==> src/hw/rtl/thc_pkg.sv <==
`default_nettype none

package thc_pkg;

  localparam int NUM_STAGES = 15;
  localparam int CFG_IDX_W  = 4;
  localparam int CFG_DATA_W = 24;

  localparam logic signed [31:0] HUM_FINE_OFS  = 32'sd76800;
  localparam logic signed [31:0] HUM_CLAMP_MAX = 32'sd419430400;
  localparam logic signed [31:0] HUM_BASE      = 32'sd2097152;
  localparam logic signed [31:0] HUM_ROUND_A   = 32'sd16384;
  localparam logic signed [31:0] HUM_SCALE_ADD = 32'sd32768;
  localparam logic signed [31:0] HUM_ROUND_B   = 32'sd8192;
  localparam logic signed [31:0] TEMP_ROUND    = 32'sd128;
  localparam logic signed [31:0] TEMP_MAX      = 32'sd32767;
  localparam logic signed [31:0] TEMP_MIN      = -32'sd32768;
  localparam logic [16:0]        HUM_Q_MAX     = 17'd102400;

  typedef enum logic [CFG_IDX_W-1:0] {
    REG_TEMP_CAL_ONE     = 4'd0,
    REG_TEMP_CAL_TWO     = 4'd1,
    REG_TEMP_CAL_THREE   = 4'd2,
    REG_HUM_CAL_ONE      = 4'd3,
    REG_HUM_CAL_TWO      = 4'd4,
    REG_HUM_CAL_THREE    = 4'd5,
    REG_HUM_CAL_FOUR_FIVE = 4'd6,
    REG_HUM_CAL_SIX      = 4'd7
  } cfg_idx_t;

  typedef struct packed {
    logic [19:0] raw_temperature;
    logic [15:0] raw_humidity;
  } thc_in_t;

  typedef struct packed {
    logic signed [31:0] fine_temperature;
    logic signed [15:0] temperature_centi;
    logic [16:0]        humidity_q10;
  } thc_out_t;

  typedef struct packed {
    logic [15:0]        t1;
    logic signed [15:0] t2;
    logic signed [15:0] t3;
    logic [7:0]         h1;
    logic signed [15:0] h2;
    logic [7:0]         h3;
    logic signed [11:0] h4;
    logic signed [11:0] h5;
    logic signed [7:0]  h6;
  } thc_cal_t;

endpackage

`default_nettype wire

==> src/hw/rtl/thc_cfg_regs.sv <==
`default_nettype none

module thc_cfg_regs (
  input  wire logic                           clk,
  input  wire logic                           rst_n,
  input  wire logic                           cfg_valid,
  output logic                                cfg_ready,
  input  wire logic [thc_pkg::CFG_IDX_W-1:0]  cfg_index,
  input  wire logic [thc_pkg::CFG_DATA_W-1:0] cfg_data,
  output thc_pkg::thc_cal_t                   cal
);
  import thc_pkg::*;

  thc_cal_t cal_r;
  thc_cal_t cal_nxt;

  assign cfg_ready = 1'b1;
  assign cal       = cal_r;

  always_comb begin
    cal_nxt = cal_r;
    if (cfg_valid) begin
      unique case (cfg_idx_t'(cfg_index))
        REG_TEMP_CAL_ONE:      cal_nxt.t1 = cfg_data[15:0];
        REG_TEMP_CAL_TWO:      cal_nxt.t2 = cfg_data[15:0];
        REG_TEMP_CAL_THREE:    cal_nxt.t3 = cfg_data[15:0];
        REG_HUM_CAL_ONE:       cal_nxt.h1 = cfg_data[7:0];
        REG_HUM_CAL_TWO:       cal_nxt.h2 = cfg_data[15:0];
        REG_HUM_CAL_THREE:     cal_nxt.h3 = cfg_data[7:0];
        REG_HUM_CAL_FOUR_FIVE: begin
          cal_nxt.h4 = cfg_data[11:0];
          cal_nxt.h5 = cfg_data[23:12];
        end
        REG_HUM_CAL_SIX:       cal_nxt.h6 = cfg_data[7:0];
        default:               cal_nxt = cal_r;
      endcase
    end
  end

  always_ff @(posedge clk) begin
    if (!rst_n) begin
      cal_r <= '0;
    end else begin
      cal_r <= cal_nxt;
    end
  end

endmodule

`default_nettype wire

==> config.mk <==
export PLATFORM = sky130hd
export DESIGN_NAME = thc_cfg_regs
export DESIGN_NICKNAME = d
export VERILOG_FILES = /design/src/hw/rtl/thc_pkg.sv /design/src/hw/rtl/thc_cfg_regs.sv
export SDC_FILE = /design/constraint.sdc
export NUM_CORES = 1
export LEC_CHECK = 0
export ABC_AREA = 0
export BUFFER_PORTS_ARGS = -buffer_cell sky130_fd_sc_hd__buf_2
export CORE_UTILIZATION = 35
export CTS_CLUSTER_SIZE = 12
export DETAILED_ROUTE_END_ITERATION = 10
export GPL_TIMING_DRIVEN = 1
export MAX_ROUTING_LAYER = met4
export REMOVE_ABC_BUFFERS = 1
export SKIP_LAST_GASP = 1
export SYNTH_ARGS = -nofsm -noshare
export SYNTH_HDL_FRONTEND = slang
export SYNTH_SLANG_ARGS = --single-unit
==> constraint.sdc <==
create_clock -name clk -period 3.17 [get_ports clk]
set_input_delay 0.634 -clock clk [delete_from_list [all_inputs] [get_ports clk]]
set_output_delay 0.634 -clock clk [all_outputs]
set_load 0.01 [all_outputs]
==> results.yml <==
finish:
  antenna_cells: 0
  fin_nets: 567
  fill_cells: 1130
  drive_above_1_share_pct: 32.3
  largest_reg_flops: 112
  area_growth_pct: 27.3
die:
  die_width_um: 111
  rows: 39
  start_util_pct: 36.3
  fp.dieArea_mm2: 0.0124
  core_mm2: 0.0115
  io_pins: 144
  die_y_um: 111
sta:
  rsz0062_at_grt: "false"
  fin_worst_hold_slack_ns: 0.457
  min_period_ns: 1.74
  finalSetupTns_ns: 0
  min_period_over_period_pct: 55.0
  skew_ns: 0
  tightest_slew_ns: 0.850
  slew_headroom_pct: 43.1
  setup_viol: 0
  drv_slew: 0
  final_hold_viol_count: 0
  timing.fmax_mhz: 574
critical_path:
  worstSetupPathType: "input pin to flop"
  critPathBufInv: 2
  r2r_setup_slack_ns: 2.54
  path_cells: "buf_2 > nor3b_4 > nand3b_1 > buf_4 > mux2i_1"
  r2r-start: "cal[110]"
  crit_path_max_incr_delay_ns: 0.44
  worst_setup_path_end_kind: "flop"
  critPathLaunchType: "input pin"
  required_ns: 3.39
  critPathLaunch: "cfg_index[3]"
  arrival_ns: 1.96
  cp_max_fo: 9
  path_delay_family: "simple AND/OR/NAND/NOR gates"
  cpMaxStageDelayCell: "nand3b_1"
synthesis:
  yosysMostFrequentCell: "nand2_1"
  synth-main-ff-cell: "dfxtp_1"
  synth-seq-cells: 112
  synth_common_cells: "nand2_1 (137), dfxtp_1 (112), mux2i_1 (112)"
  synth_area_leader_cell: "dfxtp_1"
  yosysWarnings: 0
  avgSynthCellArea_um2: 10.4
  yosysSeqAreaShare_pct: 53.6
  synth-edff-count: 0
  synthDistinctLibCells: 19
  synthCells: 401
  syn_area_mm2: 0.00418
  async_flop_share_pct: 0
  synth_top_area_share_pct: 53.6
  synth.top_cells.by_area: "dfxtp_1 (54%), mux2i_1 (27%), nand2_1 (12%)"
power_and_ir_drop:
  ir_worst_vdd_mv: 0.259
  p_leak_nw: 2.77
  power_mw: 2.90
  power.density_mw_per_mm2: 545
clocking:
  post_cts_buffers: 0
  insertion_delay_ns: 0.34
  cts_tree: "built"
  hold_buffers: 0
  cts_max_path_buffers: 2
  cts_buffers: 9
  ctsHtreeMaxLevel: 3
  clkSlewWorstSetupHoldPaths_ns: 0.07
  clockRootBuffer: "clkbuf_16"
  post_cts_resized: 0
  cts.sinks: 112
routing:
  wire_per_inst_um: 14.7
  drt_iter0_drc: 145
  via_count: 3128
  dr.pass1.iters: 7
  drtAntennaViolNets: 0
  vias_per_cell: 4.57
  remaining_drc_errors: 22
  wirelength_mm: 10.1
global_route:
  track_usage_pct: 17.3
  overflow: 0
  grt_pass1_vias: 3084
  grt_pass1_wl_mm: 16.2
  grt_max_degree: 53
  antenna_found_initial: 0
place:
  port_buffers: 142
  dp_hpwl_mm: 6.85
  place.gp.congestion: 0.717
run_status:
  outcome: "finished with violations"
  violations: "design-rule violations"
min_path:
  hold_class: "flop to flop"
  worstHoldStart: "cal[87]"
job:
  cap_violations: 0
==> area by class of cell <==
cell class	instances	area (um2)	area share [%]
repair buffers	152	801	15.0
flip-flops and latches	112	2240	42.1
multi-input cells	261	1750	32.8
well taps	143	179	3.36
clock inverters	6	115	2.16
clock buffers	10	239	4.49
==> logic make-up (layout without fill, tap and decap cells) <==
logic type             after synthesis  after routing  share of synthesized area, %
buffers and inverters               28            168                          4.85
flip-flops                         112            112                          53.6
multiplexers                       112            112                          26.8
other                                1              1                        0.0897
AND/OR/NAND/NOR                    148            148                          14.7
==> through the flow <==
step | util (%) | setup WS (ns) | instance area [um2] | instances
3_5_place_dp | 43.2 | 1.07 | 4970 | 668
2_1_floorplan | - | -0.604 | 3980 | 373
6_report | 46.2 | 1.43 | 5320 | 684
5_1_grt | 46.2 | 1.30 | 5320 | 684
3_3_place_gp | 43.2 | 1.06 | 4970 | 668
4_1_cts | 46.2 | 1.43 | 5320 | 684
==> worst paths after layout <==
kind	endpoint	cells after the start
worst max-delay path	cal[73]	5
worst min-delay path	cal[87]	2
worst max register to register	cal[110]	2
worst min register to register	cal[87]	2
==> routing by layer <==
metal	GRT usage (%)	part of all wire, %	vias up
met1	21.9	47	1456
met3	3.34	4.9	4
li1	-	-	1580
met5	-	0	-
met4	5.95	0.70	0
met2	27.5	47	88
==> cells in the final DEF (no fill, tap or decap), drive strengths merged <==
| cell | n |
|---|---|
| nor2 | 2 |
| nor3b | 3 |
| inv | 1 |
| clkinvlp | 1 |
| nand2 | 138 |
| clkinv | 1 |
| dfxtp | 112 |
| nand3b | 3 |
| clkbuf | 10 |
| conb | 1 |
| mux2i | 112 |
| and3 | 1 |
| nand2b | 1 |
| bufinv | 3 |
| buf | 152 |
==> power breakdown <==
part	internal, mW	leakage [nW]	switching [mW]
clock network	0.799	0.169	0.518
logic	0.0583	1.70	0.0948
registers	1.42	0.904	0.00917
==> worst min-delay path: cells and delay by family (launching register included) <==
family	cells	cell delay [ns]
flops	1	0.31
simple gates	1	0.05
mux	1	0.05
(Power assumes the default switching activity.)
